--- src/hdl/cda_pkg.sv ---
// Shared types, constants and a calendar function for the date adder.
package cda_pkg;

    // Width of the running increment; covers a full 16-bit amount plus month-length carries
    localparam int INC_W = 18;

    localparam logic [13:0] YEAR_MAX = 14'd16383;
    localparam logic [3:0]  MONTH_MAX = 4'd12;

    localparam logic signed [INC_W-1:0] ONE_S       = 18'sd1;
    localparam logic signed [INC_W-1:0] MONTHS_S    = 18'sd12;
    localparam logic signed [INC_W-1:0] YEAR_MAX_S  = 18'sd16383;

    // Command kinds carried in the input beat
    localparam logic [1:0] KIND_LOAD   = 2'd0;
    localparam logic [1:0] KIND_YEARS  = 2'd1;
    localparam logic [1:0] KIND_MONTHS = 2'd2;
    localparam logic [1:0] KIND_DAYS   = 2'd3;

    // Multiplicative inverse of 25 modulo 2^14 and the largest image of a multiple of 25
    localparam logic [13:0] INV25      = 14'd7209;
    localparam logic [13:0] DIV25_LIMIT = 14'd655;

    typedef struct packed {
        logic [1:0]         kind;
        logic [13:0]        load_year;
        logic [3:0]         load_month;
        logic [4:0]         load_day;
        logic signed [15:0] amount;
    } in_item_t;

    typedef struct packed {
        logic [13:0] cur_year;
        logic [3:0]  cur_month;
        logic [4:0]  cur_day;
        logic        warning;
    } out_item_t;

    typedef enum logic [1:0] {
        OP_NONE,
        OP_YEARS,
        OP_MONTHS,
        OP_DAYS
    } dp_op_t;

    typedef struct packed {
        logic   capture;
        dp_op_t op;
    } dp_cmd_t;

    typedef struct packed {
        logic step_done;
    } dp_status_t;

    // Number of days in month m of year y, with the 4/100/400 leap rule
    function automatic logic [4:0] days_in_month(input logic [3:0] m, input logic [13:0] y);
        logic [27:0] prod;
        logic        div25;
        logic        leap;
        logic [4:0]  len;
        prod  = 28'(y) * 28'(INV25);
        div25 = (prod[13:0] <= DIV25_LIMIT);
        leap  = (y[1:0] == 2'b00) && (!div25 || (y[3:0] == 4'b0000));
        case (m)
            4'd2:                      len = leap ? 5'd29 : 5'd28;
            4'd4, 4'd6, 4'd9, 4'd11:   len = 5'd30;
            default:                   len = 5'd31;
        endcase
        return len;
    endfunction

endpackage

--- src/hdl/cda_datapath.sv ---
// Date registers and the single-step year, month and day arithmetic.
module cda_datapath (
    input  logic                  clk,
    input  logic                  rst_n,
    input  cda_pkg::in_item_t     item,
    input  cda_pkg::dp_cmd_t      cmd,
    output cda_pkg::dp_status_t   status,
    output cda_pkg::out_item_t    result
);

    logic [13:0]                       year_reg,  year_next;
    logic [3:0]                        month_reg, month_next;
    logic [4:0]                        day_reg,   day_next;
    logic                              warn_reg,  warn_next;
    logic                              back_reg,  back_next;
    logic signed [cda_pkg::INC_W-1:0]  inc_reg,   inc_next;

    logic signed [cda_pkg::INC_W-1:0]  year_s;
    logic signed [cda_pkg::INC_W-1:0]  month_s;
    logic signed [cda_pkg::INC_W-1:0]  day_s;
    logic signed [cda_pkg::INC_W-1:0]  len_s;
    logic signed [cda_pkg::INC_W-1:0]  year_sum;
    logic signed [cda_pkg::INC_W-1:0]  month_sum;
    logic signed [cda_pkg::INC_W-1:0]  day_sum;
    logic [4:0]                        len;
    logic                              inc_zero;

    // Widen the held date for signed arithmetic
    assign year_s   = $signed({{(cda_pkg::INC_W-14){1'b0}}, year_reg});
    assign month_s  = $signed({{(cda_pkg::INC_W-4){1'b0}}, month_reg});
    assign day_s    = $signed({{(cda_pkg::INC_W-5){1'b0}}, day_reg});
    assign len      = cda_pkg::days_in_month(month_reg, year_reg);
    assign len_s    = $signed({{(cda_pkg::INC_W-5){1'b0}}, len});
    assign year_sum  = year_s + inc_reg;
    assign month_sum = month_s + inc_reg;
    assign day_sum   = day_s + inc_reg;
    assign inc_zero  = (inc_reg == '0);

    // Work out one step of the current command
    always_comb
    begin
        year_next  = year_reg;
        month_next = month_reg;
        day_next   = day_reg;
        warn_next  = warn_reg;
        back_next  = back_reg;
        inc_next   = inc_reg;

        if (cmd.capture)
        begin
            warn_next = 1'b0;
            back_next = 1'b0;
            if (item.kind == cda_pkg::KIND_LOAD)
            begin
                inc_next  = '0;
                year_next = item.load_year;
                if (item.load_month == 4'd0)
                    month_next = 4'd1;
                else if (item.load_month > cda_pkg::MONTH_MAX)
                    month_next = cda_pkg::MONTH_MAX;
                else
                    month_next = item.load_month;
                day_next = (item.load_day == 5'd0) ? 5'd1 : item.load_day;
            end
            else
            begin
                inc_next = $signed({{(cda_pkg::INC_W-16){item.amount[15]}}, item.amount});
            end
        end
        else
        begin
            case (cmd.op)
                cda_pkg::OP_YEARS:
                begin
                    if (!inc_zero)
                    begin
                        if (year_sum[cda_pkg::INC_W-1] || (year_sum > cda_pkg::YEAR_MAX_S))
                            warn_next = 1'b1;
                        else
                            year_next = year_sum[13:0];
                        inc_next = '0;
                    end
                end
                cda_pkg::OP_MONTHS:
                begin
                    if (!inc_zero)
                    begin
                        if (month_sum > cda_pkg::MONTHS_S)
                        begin
                            // Carry into the next year
                            if (year_reg == cda_pkg::YEAR_MAX)
                                warn_next = 1'b1;
                            else
                                year_next = year_reg + 14'd1;
                            inc_next = inc_reg - cda_pkg::MONTHS_S;
                        end
                        else if (month_sum < cda_pkg::ONE_S)
                        begin
                            // Borrow from the previous year
                            if (year_reg == 14'd0)
                                warn_next = 1'b1;
                            else
                                year_next = year_reg - 14'd1;
                            inc_next = inc_reg + cda_pkg::MONTHS_S;
                        end
                        else
                        begin
                            month_next = month_sum[3:0];
                            inc_next   = '0;
                        end
                    end
                end
                cda_pkg::OP_DAYS:
                begin
                    if (back_reg)
                    begin
                        // Add back the length of the month just stepped into
                        inc_next  = inc_reg + len_s;
                        back_next = 1'b0;
                    end
                    else if (!inc_zero)
                    begin
                        if (day_sum > len_s)
                        begin
                            // Advance one month
                            inc_next = inc_reg - len_s;
                            if (month_reg == cda_pkg::MONTH_MAX)
                            begin
                                month_next = 4'd1;
                                if (year_reg == cda_pkg::YEAR_MAX)
                                    warn_next = 1'b1;
                                else
                                    year_next = year_reg + 14'd1;
                            end
                            else
                            begin
                                month_next = month_reg + 4'd1;
                            end
                        end
                        else if (day_sum < cda_pkg::ONE_S)
                        begin
                            // Step back one month; its length is added next cycle
                            back_next = 1'b1;
                            if (month_reg == 4'd1)
                            begin
                                month_next = cda_pkg::MONTH_MAX;
                                if (year_reg == 14'd0)
                                    warn_next = 1'b1;
                                else
                                    year_next = year_reg - 14'd1;
                            end
                            else
                            begin
                                month_next = month_reg - 4'd1;
                            end
                        end
                        else
                        begin
                            day_next = day_sum[4:0];
                            inc_next = '0;
                        end
                    end
                end
                default:
                begin
                end
            endcase
        end
    end

    // Hold the date and the running increment
    always_ff @(posedge clk or negedge rst_n)
    begin
        if (!rst_n)
        begin
            year_reg  <= 14'd1900;
            month_reg <= 4'd1;
            day_reg   <= 5'd1;
            warn_reg  <= 1'b0;
            back_reg  <= 1'b0;
            inc_reg   <= '0;
        end
        else
        begin
            year_reg  <= year_next;
            month_reg <= month_next;
            day_reg   <= day_next;
            warn_reg  <= warn_next;
            back_reg  <= back_next;
            inc_reg   <= inc_next;
        end
    end

    assign status.step_done = inc_zero && !back_reg;

    assign result.cur_year  = year_reg;
    assign result.cur_month = month_reg;
    assign result.cur_day   = day_reg;
    assign result.warning   = warn_reg;

endmodule

--- src/hdl/cda_ctrl.sv ---
// Command sequencer: accepts a beat, steps the datapath until it settles, strobes the result.
module cda_ctrl (
    input  logic                  clk,
    input  logic                  rst_n,
    input  logic                  start,
    input  logic [1:0]            kind,
    input  cda_pkg::dp_status_t   status,
    output cda_pkg::dp_cmd_t      cmd,
    output logic                  busy,
    output logic                  done
);

    typedef enum logic {
        S_IDLE,
        S_RUN
    } state_t;

    state_t          state_reg;
    cda_pkg::dp_op_t op_reg;
    logic            busy_reg;
    logic            done_reg;
    logic            accept;
    cda_pkg::dp_op_t kind_op;

    assign accept = start && !busy_reg;

    // Map the command kind onto a datapath step
    always_comb
    begin
        case (kind)
            cda_pkg::KIND_YEARS:  kind_op = cda_pkg::OP_YEARS;
            cda_pkg::KIND_MONTHS: kind_op = cda_pkg::OP_MONTHS;
            cda_pkg::KIND_DAYS:   kind_op = cda_pkg::OP_DAYS;
            default:              kind_op = cda_pkg::OP_NONE;
        endcase
    end

    // Hold state, the current step and the handshake outputs
    always_ff @(posedge clk or negedge rst_n)
    begin
        if (!rst_n)
        begin
            state_reg <= S_IDLE;
            op_reg    <= cda_pkg::OP_NONE;
            busy_reg  <= 1'b0;
            done_reg  <= 1'b0;
        end
        else
        begin
            case (state_reg)
                S_IDLE:
                begin
                    done_reg <= 1'b0;
                    if (accept)
                    begin
                        op_reg    <= kind_op;
                        busy_reg  <= 1'b1;
                        state_reg <= S_RUN;
                    end
                end
                S_RUN:
                begin
                    if (status.step_done)
                    begin
                        op_reg    <= cda_pkg::OP_NONE;
                        busy_reg  <= 1'b0;
                        done_reg  <= 1'b1;
                        state_reg <= S_IDLE;
                    end
                end
                default:
                begin
                    state_reg <= S_IDLE;
                end
            endcase
        end
    end

    assign cmd.capture = accept;
    assign cmd.op      = op_reg;
    assign busy        = busy_reg;
    assign done        = done_reg;

endmodule

--- src/hdl/calendar_date_adder_core.sv ---
// Top level of the Gregorian date adder: sequencer plus date datapath.
//
// Usage: drive a command beat on item and raise start; the beat is taken at
// the rising edge where start is high and busy is low. busy then stays high
// while the command runs. The resulting date and the warning flag appear on
// result, marked by done, which is high for a single cycle; the receiver has no way to
// hold them off, so it must take them in that cycle.
//
// Steps after the accepting edge: a load or a zero amount needs none; a
// non-zero year add sets the year, or raises the warning, in a single step.
// A month add moves the year by one per step until the month falls in
// range, then sets the month. A day add moves the month forward per step
// while the day overflows, and back while it underflows, each backward
// move followed by a step that adds that month's length; then it sets the
// day. A new beat is taken in the same cycle as done at the earliest.
//
// Reset (rst_n low, asynchronous) sets the date to 1 January 1900, clears
// the warning flag and leaves the block idle.
module calendar_date_adder_core (
    input  logic                 clk,
    input  logic                 rst_n,
    input  logic                 start,
    input  cda_pkg::in_item_t    item,
    output logic                 busy,
    output logic                 done,
    output cda_pkg::out_item_t   result
);

    cda_pkg::dp_cmd_t    cmd;
    cda_pkg::dp_status_t status;

    cda_ctrl u_ctrl (
        .clk    (clk),
        .rst_n  (rst_n),
        .start  (start),
        .kind   (item.kind),
        .status (status),
        .cmd    (cmd),
        .busy   (busy),
        .done   (done)
    );

    cda_datapath u_datapath (
        .clk    (clk),
        .rst_n  (rst_n),
        .item   (item),
        .cmd    (cmd),
        .status (status),
        .result (result)
    );

endmodule
--- config.mk ---
export PLATFORM = sky130hd
export DESIGN_NAME = calendar_date_adder_core
export DESIGN_NICKNAME = d
export VERILOG_FILES = /design/src/hdl/cda_pkg.sv /design/src/hdl/cda_datapath.sv /design/src/hdl/cda_ctrl.sv /design/src/hdl/calendar_date_adder_core.sv
export SDC_FILE = /design/constraint.sdc
export NUM_CORES = 1
export LEC_CHECK = 0
export BUFFER_PORTS_ARGS = -buffer_cell sky130_fd_sc_hd__buf_4
export CAP_MARGIN = 20
export CORE_AREA = 8 8 129 131
export DETAILED_ROUTE_END_ITERATION = 16
export DIE_AREA = 0 0 137 139
export PLACE_DENSITY_LB_ADDON = 0.12
export SLEW_MARGIN = 40
export SYNTH_ARGS = -nofsm -noshare
export SYNTH_HDL_FRONTEND = slang
export SYNTH_SLANG_ARGS = --single-unit
--- constraint.sdc ---
create_clock -name clk -period 6.1 [get_ports clk]
set_clock_uncertainty 0.2 [all_clocks]
set_input_delay 0 -clock clk [delete_from_list [all_inputs] [get_ports clk]]
set_output_delay 0 -clock clk [all_outputs]
set_load 0.01 [all_outputs]
==> reports/metrics.cfg, run 1 <==
[clock_network]
cts.sinks=48
root_buffer=clkbuf_16
htree_num_levels=2
tritoncts=built
cts_buffer_depth=2
clk_latency_ns=0.31
numCtsBuffers=5
clk_pin_slew_ns=0.07

[synth]
synth_top_area_cell=dfrtp_1
ys_seq_area_share_pct=15.3
synth_edf_count=0
synth_common_cells=nor2_1, nand2_1, ha_1, inv_1, a21oi_1
netlist_area_mm2=0.00793
postSynthCellCount=1057
syn_nets=1194
async_flop_share_pct=100
ys_warn_count=0
ys_types=90
yosys_most_used_dff=dfrtp_1
yosys_register_bits=48
synthTopCellsByArea=dfrtp_1, ha_1, nor2_1
synth_top_area_share_pct=12.3
syn_avg_cell_area_um2=7.50
yosysMostFrequentCell=nor2_1

[floorplan]
num_io_pins=70
start_util_pct=53.8
die_y_um=139
coreArea_mm2=0.0148
row_count=45
die_x_um=137
dieArea_mm2=0.0190

[route]
wl_per_cell_um=20.8
drc=0
routed_wl_mm=28.8
final_antenna_net_count=0
detail_route.vias_per_cell=6.42
first_iter_violations=949
num_vias=8901
firstDrtPassIters=8

[timing]
worst_slew_pin_slew_ns=0.832
timing.slew.headroom_pct=44.5
drv_slew=0
hold_viol_final=0
post-route-period-util_pct=102
rsz0062_at_grt=yes
max_freq_mhz=161
timing.final.ws_setup_ns=-0.115
final-setup-viol-count=16
fin_crit_ns=6.22

[grt]
antenna_found_initial=0
grt_pass1_vias=8551
track_usage_pct=29.2
grt_overflow=0
grt_start_max_net_pins=49
grt_pass1_wl_mm=44.7

[setup_path]
crit_type=flop to flop
cp.arrival_ns=6.25
end_kind=flop
path_max_fanout=4
crit_required_ns=6.14
cp-start-kind=flop

[min_path]
min_path_type=input pin to async pin

[placement]
dp_hpwl_mm=20.7
dp_worst_setup_slack_ns=-0.338
port_buffers=69
place.gp.congestion=0.973

[layout]
layout.nets=1334
drive_gt1_share_pct=21.8
antennaDiodeCount=0
fillers=1263
area_growth_pct=27.2
largest_reg_flops=18

[run_status]
violations=setup timing
status=finished with violations

[run]
drv_cap=0

==> per-stage QoR <==
stage | instances | instance area [µm²] | TNS, ns | util, % | hold WS [ns]
3_5_place_dp | 1325 | 9000 | -5.83 | 61.0 | -0.105
4_1_cts | 1381 | 9860 | -0.313 | 66.9 | 0.111
5_1_grt | 1386 | 10100 | -7.89 | 68.4 | 0.134
2_1_floorplan | 1057 | 7930 | 0 | - | -0.496
3_3_place_gp | 1325 | 9000 | -2.07 | 61.0 | -0.111
6_report | 1386 | 10100 | -1.08 | 68.4 | 0.0799
==> per-layer routing <==
layer / GRT usage (%) / share of wire [%] / vias to the layer above
met4: 12.3 / 4.4 / 0
met5: 0 / 0 / -
met3: 4.24 / 6.7 / 104
met2: 50.2 / 49 / 420
li1: - / - / 4202
met1: 35.1 / 40 / 4175
==> critical path, stage by stage (launching register included) <==
cell and delay (ns):
dfstp_2 0.60, fa_1 0.45, ha_4 0.24, ha_4 0.26
inv_2 0.03, fa_1 0.49, fa_2 0.59, inv_2 0.04
ha_4 0.25, buf_6 0.11, xor2_1 0.14, nand3_1 0.16
a311oi_2 0.34, a21oi_2 0.07, ha_1 0.33, a211oi_2 0.24
a31oi_2 0.13, and4_4 0.21, a21boi_4 0.21, buf_6 0.12
buf_6 0.09, mux2_4 0.28, a311o_1 0.29, and3b_1 0.21
o31ai_1 0.07
==> path summary, 6_finish.rpt <==
check                                            start                       to  slack (ns)  depth (start not counted)
worst max-delay path            u_datapath.year_reg[2]   u_datapath.year_reg[9]       -0.12                         24
worst min-delay path                             rst_n  u_datapath.year_reg[12]        0.08                          2
worst max register to register  u_datapath.year_reg[2]   u_datapath.year_reg[9]       -0.12                         24
worst min register to register        u_ctrl.state_reg              u_ctrl.busy        0.32                          1
max in group asynchronous                        rst_n    u_datapath.inc_reg[1]        5.14                          2
min in group clk                               item[7]    u_datapath.inc_reg[7]        0.26                          4
==> repair_timing <==
| action | CTS | global route |
|---|---|---|
| endpoints found under the hold margin | 90 | 0 |
| setup buffers | 4 | 4 |
| setup endpoints to repair | 37 | 42 |
| cloned | 1 | 3 |
| gates resized for setup | 36 | 43 |
| pin swaps | 34 | 47 |
| hold buffers | 43 | 0 |
==> layout make-up <==
| cell class | instances | area (µm²) | share of cell area (%) |
|---|---|---|---|
| timing repair buffer | 201 | 1750 | 17.3 |
| inverter | 69 | 259 | 2.57 |
| tap | 188 | 235 | 2.33 |
| clock inverter | 3 | 68.8 | 0.682 |
| sequential | 48 | 1210 | 12.0 |
| multi-input combinational | 872 | 6440 | 63.8 |
| clock buffer | 5 | 125 | 1.24 |
==> logic make-up after synthesis <==
kind of cell | count (synthesis) | share of synthesized area, %
and+or+nand+nor | 396 | 25.4
AOI/OAI and AO/OA | 319 | 28.4
buffers and inverters | 137 | 7.44
adders and majority gates | 93 | 16.2
xor gates and xnor gates | 51 | 5.63
DFF | 48 | 15.3
muxes | 13 | 1.70
==> cells in the final DEF (no fill, tap or decap), types with 12 or more instances in the layout <==
master / n
a211oi_1: 15
a21o_1: 15
a21oi_1: 54
a31oi_1: 18
and3_1: 13
buf_4: 141
dfrtp_1: 39
dlygate4sd3_1: 43
fa_1: 14
ha_1: 67
inv_1: 65
nand2_1: 79
nand2b_1: 16
nand3_1: 40
nand4_1: 20
nor2_1: 102
nor3_1: 31
nor4_1: 12
o21ai_0: 46
o21ai_1: 16
o31ai_1: 16
xnor2_1: 38
xor2_1: 13
Power of run 1 is not shown: default switching activity piles up to over one toggle a cycle in this logic, so the estimate is an artifact.
==> run 2, diff against run 1 <==
--- a/config.mk
+++ b/config.mk
@@ -15,3 +15,4 @@
 export SYNTH_ARGS = -nofsm -noshare
 export SYNTH_HDL_FRONTEND = slang
 export SYNTH_SLANG_ARGS = --single-unit
+export TNS_END_PERCENT = 50
==> reports/metrics.cfg, run 2 (same netlist as run 1, synthesis figures left out) <==
[route]
num_vias=8871  ; was 8901
wl_per_cell_um=20.8  ; about the same
routed_wl_mm=28.7  ; was 28.8 mm
final_antenna_net_count=0  ; unchanged
first_iter_violations=1007  ; was 949
detail_route.vias_per_cell=6.41  ; was 6.42
firstDrtPassIters=5  ; was 8
drc=0  ; unchanged

[setup_path]
path_cells=fa_1 -> ha_4 -> ha_4 -> inv_2 -> fa_1 -> fa_2 -> inv_2 -> ha_4 -> buf_6 -> xor2_1 -> nand3_1 -> a311oi_2 -> a21oi_2 -> ha_1 -> a211oi_2 -> a31oi_2 -> and4_4 -> a21boi_4 -> nand2_2 -> a311o_2 -> clkbuf_16 -> mux2_2  ; was fa_1 -> ha_4 -> ha_4 -> inv_2 -> fa_1 -> fa_2 -> inv_2 -> ha_4 -> buf_6 -> xor2_1 -> nand3_1 -> a311oi_2 -> a21oi_2 -> ha_1 -> a211oi_2 -> a31oi_2 -> and4_4 -> a21boi_4 -> buf_6 -> buf_6 -> mux2_4 -> a311o_1 -> and3b_1 -> o31ai_1
end_kind=flop  ; unchanged
timing.critical_path.buf_inv=4  ; was 5
cp_top_family=adder cells  ; unchanged
slowest_delay_ns=0.60  ; about the same
critPathSlowestCell=dfstp_2  ; unchanged
crit_type=flop to flop  ; unchanged
r2r_cells=22  ; was 24
path_max_fanout=6  ; was 4
cp-start-kind=flop  ; unchanged
r2r_start=u_datapath.year_reg[2]  ; unchanged
startpoint=u_datapath.year_reg[2]  ; unchanged
crit_required_ns=6.10  ; was 6.14 ns
cpMostUsedCell=ha_4
cp.arrival_ns=6.21  ; was 6.25 ns
worstSetupPathDepth=22  ; was 24

[timing]
post-route-period-util_pct=102  ; about the same
fin_crit_ns=6.20  ; was 6.22 ns
worst_slew_pin_slew_ns=0.820  ; was 0.832 ns
rsz0062_at_grt=yes  ; unchanged
hold_viol_final=0  ; unchanged
timing.slew.headroom_pct=45.3  ; was 44.5%
final-setup-viol-count=17  ; was 16
max_freq_mhz=161  ; about the same
holdWs_ns=0.0788  ; was 0.0799 ns
tns_ns=-1.06  ; was -1.08 ns
drv_slew=0  ; unchanged
timing.final.ws_setup_ns=-0.104  ; was -0.115 ns

[grt]
grt_pass1_vias=8551  ; unchanged
grt_overflow=0  ; unchanged
track_usage_pct=29.2  ; unchanged
grt_start_max_net_pins=49  ; unchanged
grt_pass1_wl_mm=44.7  ; unchanged
antenna_found_initial=0  ; unchanged

[clock_network]
cts.sinks=48  ; unchanged
cts_buffer_depth=2  ; unchanged
numCtsBuffers=5  ; unchanged
tritoncts=built  ; unchanged
root_buffer=clkbuf_16  ; unchanged
clk_pin_slew_ns=0.08  ; was 0.07 ns
htree_num_levels=2  ; unchanged
clk_latency_ns=0.31  ; about the same

[floorplan]
die_y_um=139  ; unchanged
coreArea_mm2=0.0148  ; unchanged
dieArea_mm2=0.0190  ; unchanged
die_x_um=137  ; unchanged
start_util_pct=53.8  ; unchanged
num_io_pins=70  ; unchanged
row_count=45  ; unchanged

[min_path]
min_path_type=input pin to async pin  ; unchanged

[layout]
post-route-cell-area_mm2=0.0100  ; was 0.0101 mm²
area_growth_pct=26.5  ; was 27.2%
final_cell_mix=buf_4, nor2_1, nand2_1, ha_1, inv_1  ; unchanged
fin_util_pct=68.0  ; was 68.4%
final_common_cell=buf_4  ; unchanged
layout.nets=1331  ; was 1334
drive_gt1_share_pct=21.4  ; was 21.8%
largest_reg_flops=18  ; unchanged
antennaDiodeCount=0  ; unchanged

[placement]
port_buffers=69  ; unchanged
placed_area_mm2=0.00900  ; unchanged
place.gp.congestion=0.973  ; unchanged
dp_hpwl_mm=20.7  ; unchanged

[run_status]
violations=setup timing  ; unchanged
status=finished with violations  ; unchanged

[run]
drv_cap=0  ; unchanged

[run 2: cell type report]
cell class,count,area [µm²]
multi-input cells,872,6420
fillers,1269,4710
repair buffers,198,1710
flip-flops and latches,48,1210
inverters,69,259
well taps,188,235
clock buffers,5,125
clock inverters,3,68.8
[run 2: metal layers]
layer | part of all wire (%) | GRT usage (%) | vias up
li1 | - | - | 4197
met1 | 40 | 35.1 | 4172
met2 | 49 | 50.2 | 402
met3 | 6.8 | 4.24 | 100
met4 | 4.2 | 12.3 | 0
met5 | 0 | 0 | -
[run 2: worst paths after layout]
kind,end,slack (ns)
worst max-delay path,u_datapath.year_reg[0],-0.10
worst min-delay path,u_datapath.year_reg[13],0.08
worst max register to register,u_datapath.year_reg[0],-0.10
worst min register to register,u_ctrl.busy,0.32
max in group asynchronous,u_datapath.inc_reg[1],5.14
min in group clk,u_datapath.inc_reg[7],0.26
[run 2: repair_timing]
item | CTS | global route
setup endpoints to repair | 37 | 42
pin swaps | 34 | 43
hold buffers | 43 | 0
cloned | 1 | 2
hold endpoints to repair | 90 | 0
gates resized for setup | 36 | 39
buffers inserted | 4 | 2
[run 2: worst register-to-register path: stages (launching register included)]
cell       delay, ns
dfstp_2         0.60
fa_1            0.45
ha_4            0.24
ha_4            0.26
inv_2           0.03
fa_1            0.49
fa_2            0.59
inv_2           0.05
ha_4            0.25
buf_6           0.11
xor2_1          0.14
nand3_1         0.16
a311oi_2        0.34
a21oi_2         0.07
ha_1            0.33
a211oi_2        0.24
a31oi_2         0.13
and4_4          0.21
a21boi_4        0.22
nand2_2         0.07
a311o_2         0.47
clkbuf_16       0.20
mux2_2          0.27
[run 2: metrics by stage]
| stage | instances | setup slack (ns) |
|---|---|---|
| final | 1383 | -0.104 |
| after global routing | 1383 | -0.342 |
| after CTS | 1381 | -0.0529 |
| after detailed placement | 1325 | -0.338 |
| after global placement | 1325 | -0.212 |
| after floorplan | 1057 | 0.00412 |
Power of run 2 is left out for the same reason.
==> run 3, diff against run 2 <==
--- a/config.mk
+++ b/config.mk
@@ -7,10 +7,11 @@
 export LEC_CHECK = 0
 export BUFFER_PORTS_ARGS = -buffer_cell sky130_fd_sc_hd__buf_4
 export CAP_MARGIN = 20
-export CORE_AREA = 8 8 129 131
+export CORE_AREA = 2 2 123 125
 export DETAILED_ROUTE_END_ITERATION = 16
-export DIE_AREA = 0 0 137 139
+export DIE_AREA = 0 0 125 127
 export PLACE_DENSITY_LB_ADDON = 0.12
+export REMOVE_ABC_BUFFERS = 1
 export SLEW_MARGIN = 40
 export SYNTH_ARGS = -nofsm -noshare
 export SYNTH_HDL_FRONTEND = slang
==> reports/metrics.cfg, run 3 (same netlist as run 1, synthesis figures left out) <==
[run_status]
status=finished with violations  ; unchanged
violations=setup timing  ; unchanged

[timing]
tns_ns=-0.697  ; was -1.06 ns
holdWs_ns=0.0606  ; was 0.0788 ns
post-route-period-util_pct=103  ; was 102%
rsz0062_at_grt=yes  ; unchanged
timing.slew.headroom_pct=40.2  ; was 45.3%
worst_slew_pin_slew_ns=0.896  ; was 0.820 ns
timing.final.ws_setup_ns=-0.170  ; was -0.104 ns
fin_crit_ns=6.27  ; was 6.20 ns
drv_slew=0  ; unchanged
max_freq_mhz=159  ; was 161 MHz
hold_viol_final=0  ; unchanged
final-setup-viol-count=13  ; was 17

[setup_path]
crit_type=flop to flop  ; unchanged
critPathSlowestCell=dfstp_2  ; unchanged
cp.arrival_ns=6.26  ; was 6.21 ns
cp-start-kind=flop  ; unchanged
path_max_fanout=7  ; was 6
end_kind=flop  ; unchanged
slowest_delay_ns=0.58  ; was 0.60 ns
crit_required_ns=6.09  ; was 6.10 ns

[clock_network]
htree_num_levels=2  ; unchanged
clk_pin_slew_ns=0.07  ; was 0.08 ns
tritoncts=built  ; unchanged
clk_latency_ns=0.31  ; about the same
root_buffer=clkbuf_16  ; unchanged
cts_buffer_depth=2  ; unchanged
numCtsBuffers=5  ; unchanged
cts.sinks=48  ; unchanged

[min_path]
min_path_type=input pin to async pin  ; unchanged

[layout]
drive_gt1_share_pct=25.5  ; was 21.4%
multi_input_area_mm2=0.00686  ; was 0.00642 mm²
final_cell_mix=buf_4, nor2_1, nand2_1, inv_1, ha_1  ; was buf_4, nor2_1, nand2_1, ha_1, inv_1
final_common_cell=buf_4  ; unchanged
finalNonFillerCells=1373  ; was 1383
register_area_mm2=0.00121  ; about the same
post-route-cell-area_mm2=0.0104  ; was 0.0100 mm²
antennaDiodeCount=0  ; unchanged
area_growth_pct=31.3  ; was 26.5%
layout.nets=1325  ; was 1331
largest_reg_flops=18  ; unchanged
fillers=1124  ; was 1269

[route]
first_iter_violations=1057  ; was 1007
final_antenna_net_count=0  ; unchanged
detail_route.vias_per_cell=6.58  ; was 6.41
firstDrtPassIters=6  ; was 5
routed_wl_mm=29.2  ; was 28.7 mm
num_vias=9039  ; was 8871
drc=0  ; unchanged
wl_per_cell_um=21.2  ; was 20.8 µm

[run]
drv_cap=0  ; unchanged

[floorplan]
die_x_um=125  ; was 137 µm
dieArea_mm2=0.0159  ; was 0.0190 mm²
die_y_um=127  ; was 139 µm
num_io_pins=70  ; unchanged
coreArea_mm2=0.0144  ; was 0.0148 mm²
start_util_pct=55.0  ; was 53.8%
row_count=44  ; was 45

[grt]
grt_pass1_wl_mm=44.1  ; was 44.7 mm
antenna_found_initial=0  ; unchanged
grt_start_max_net_pins=49  ; unchanged
grt_overflow=0  ; unchanged
grt_pass1_vias=8227  ; was 8551
track_usage_pct=34.3  ; was 29.2%

[placement]
place.gp.congestion=0.978  ; was 0.973
placedCellCount=1304  ; was 1325
port_buffers=69  ; unchanged
placed_area_mm2=0.00886  ; was 0.00900 mm²
dp_hpwl_mm=19.8  ; was 20.7 mm

-- run 3: cell count changes in the layout (fill, tap and decap cells not counted), moves of 5 or more --
| cell | before | now |
|---|---|---|
| buf_4 | 141 | 129 |
| buf_6 | 7 | 12 |
| ha_1 | 68 | 55 |
| ha_4 | 8 | 19 |
| inv_1 | 65 | 59 |
| inv_2 | 3 | 9 |
| nor3b_1 | 6 | 1 |
| xnor2_1 | 38 | 33 |
| xnor2_2 | 0 | 5 |
-- run 3: timing repair --
| item | CTS | global route |
|---|---|---|
| resized for setup | 38 | 109 |
| hold buffers | 43 | 0 |
| pin swaps | 44 | 77 |
| hold endpoints to repair | 92 | 0 |
| setup endpoints to repair | 37 | 42 |
| gates cloned | 0 | 3 |
| setup buffers | 10 | 10 |
-- run 3: layout make-up --
| cell class | count | area share (%) |
|---|---|---|
| Tap cell | 184 | 2.21 |
| Sequential cell | 48 | 11.7 |
| Inverter | 69 | 2.49 |
| Clock buffer | 5 | 1.20 |
| Clock inverter | 3 | 0.456 |
| Multi-Input combinational cell | 872 | 65.8 |
| Timing Repair Buffer | 192 | 16.2 |
-- run 3: routing by layer --
metal  vias up  part of all wire (%)  GRT usage, %
met2       502                    44          52.6
met4         0                   2.2          8.89
met5         -                     0             0
met1      4297                    43          48.7
met3        63                    11          8.42
li1       4177                     -             -
-- run 3: path summary, 6_finish.rpt --
kind | slack, ns | endpoint | startpoint | depth (start not counted)
worst max-delay path | -0.17 | u_datapath.year_reg[7] | u_datapath.year_reg[6] | 28
worst min-delay path | 0.06 | u_datapath.year_reg[12] | rst_n | 2
worst max register to register | -0.17 | u_datapath.year_reg[7] | u_datapath.year_reg[6] | 28
worst min register to register | 0.33 | u_ctrl.done | u_ctrl.done | 2
max in group asynchronous | 5.09 | u_datapath.back_reg | rst_n | 2
min in group clk | 0.27 | u_ctrl.op_reg[0] | item[39] | 3
-- run 3: worst max-delay path: cells and delay by family, from the launching register on --
| kind | cells | cell delay [ns] |
|---|---|---|
| compound gates | 11 | 1.79 |
| xor+xnor | 1 | 0.16 |
| fa+ha+maj | 7 | 2.07 |
| buf+inv | 4 | 0.37 |
| flops | 1 | 0.58 |
| simple gates | 5 | 1.00 |
-- run 3: per-stage QoR --
step	util (%)	worst slack [ns]
2_1_floorplan	-	-0.418
3_3_place_gp	61.4	-0.254
3_5_place_dp	61.4	-0.399
4_1_cts	67.6	0.000132
5_1_grt	72.2	-0.417
6_report	72.2	-0.170
Power of run 3 is left out for the same reason.
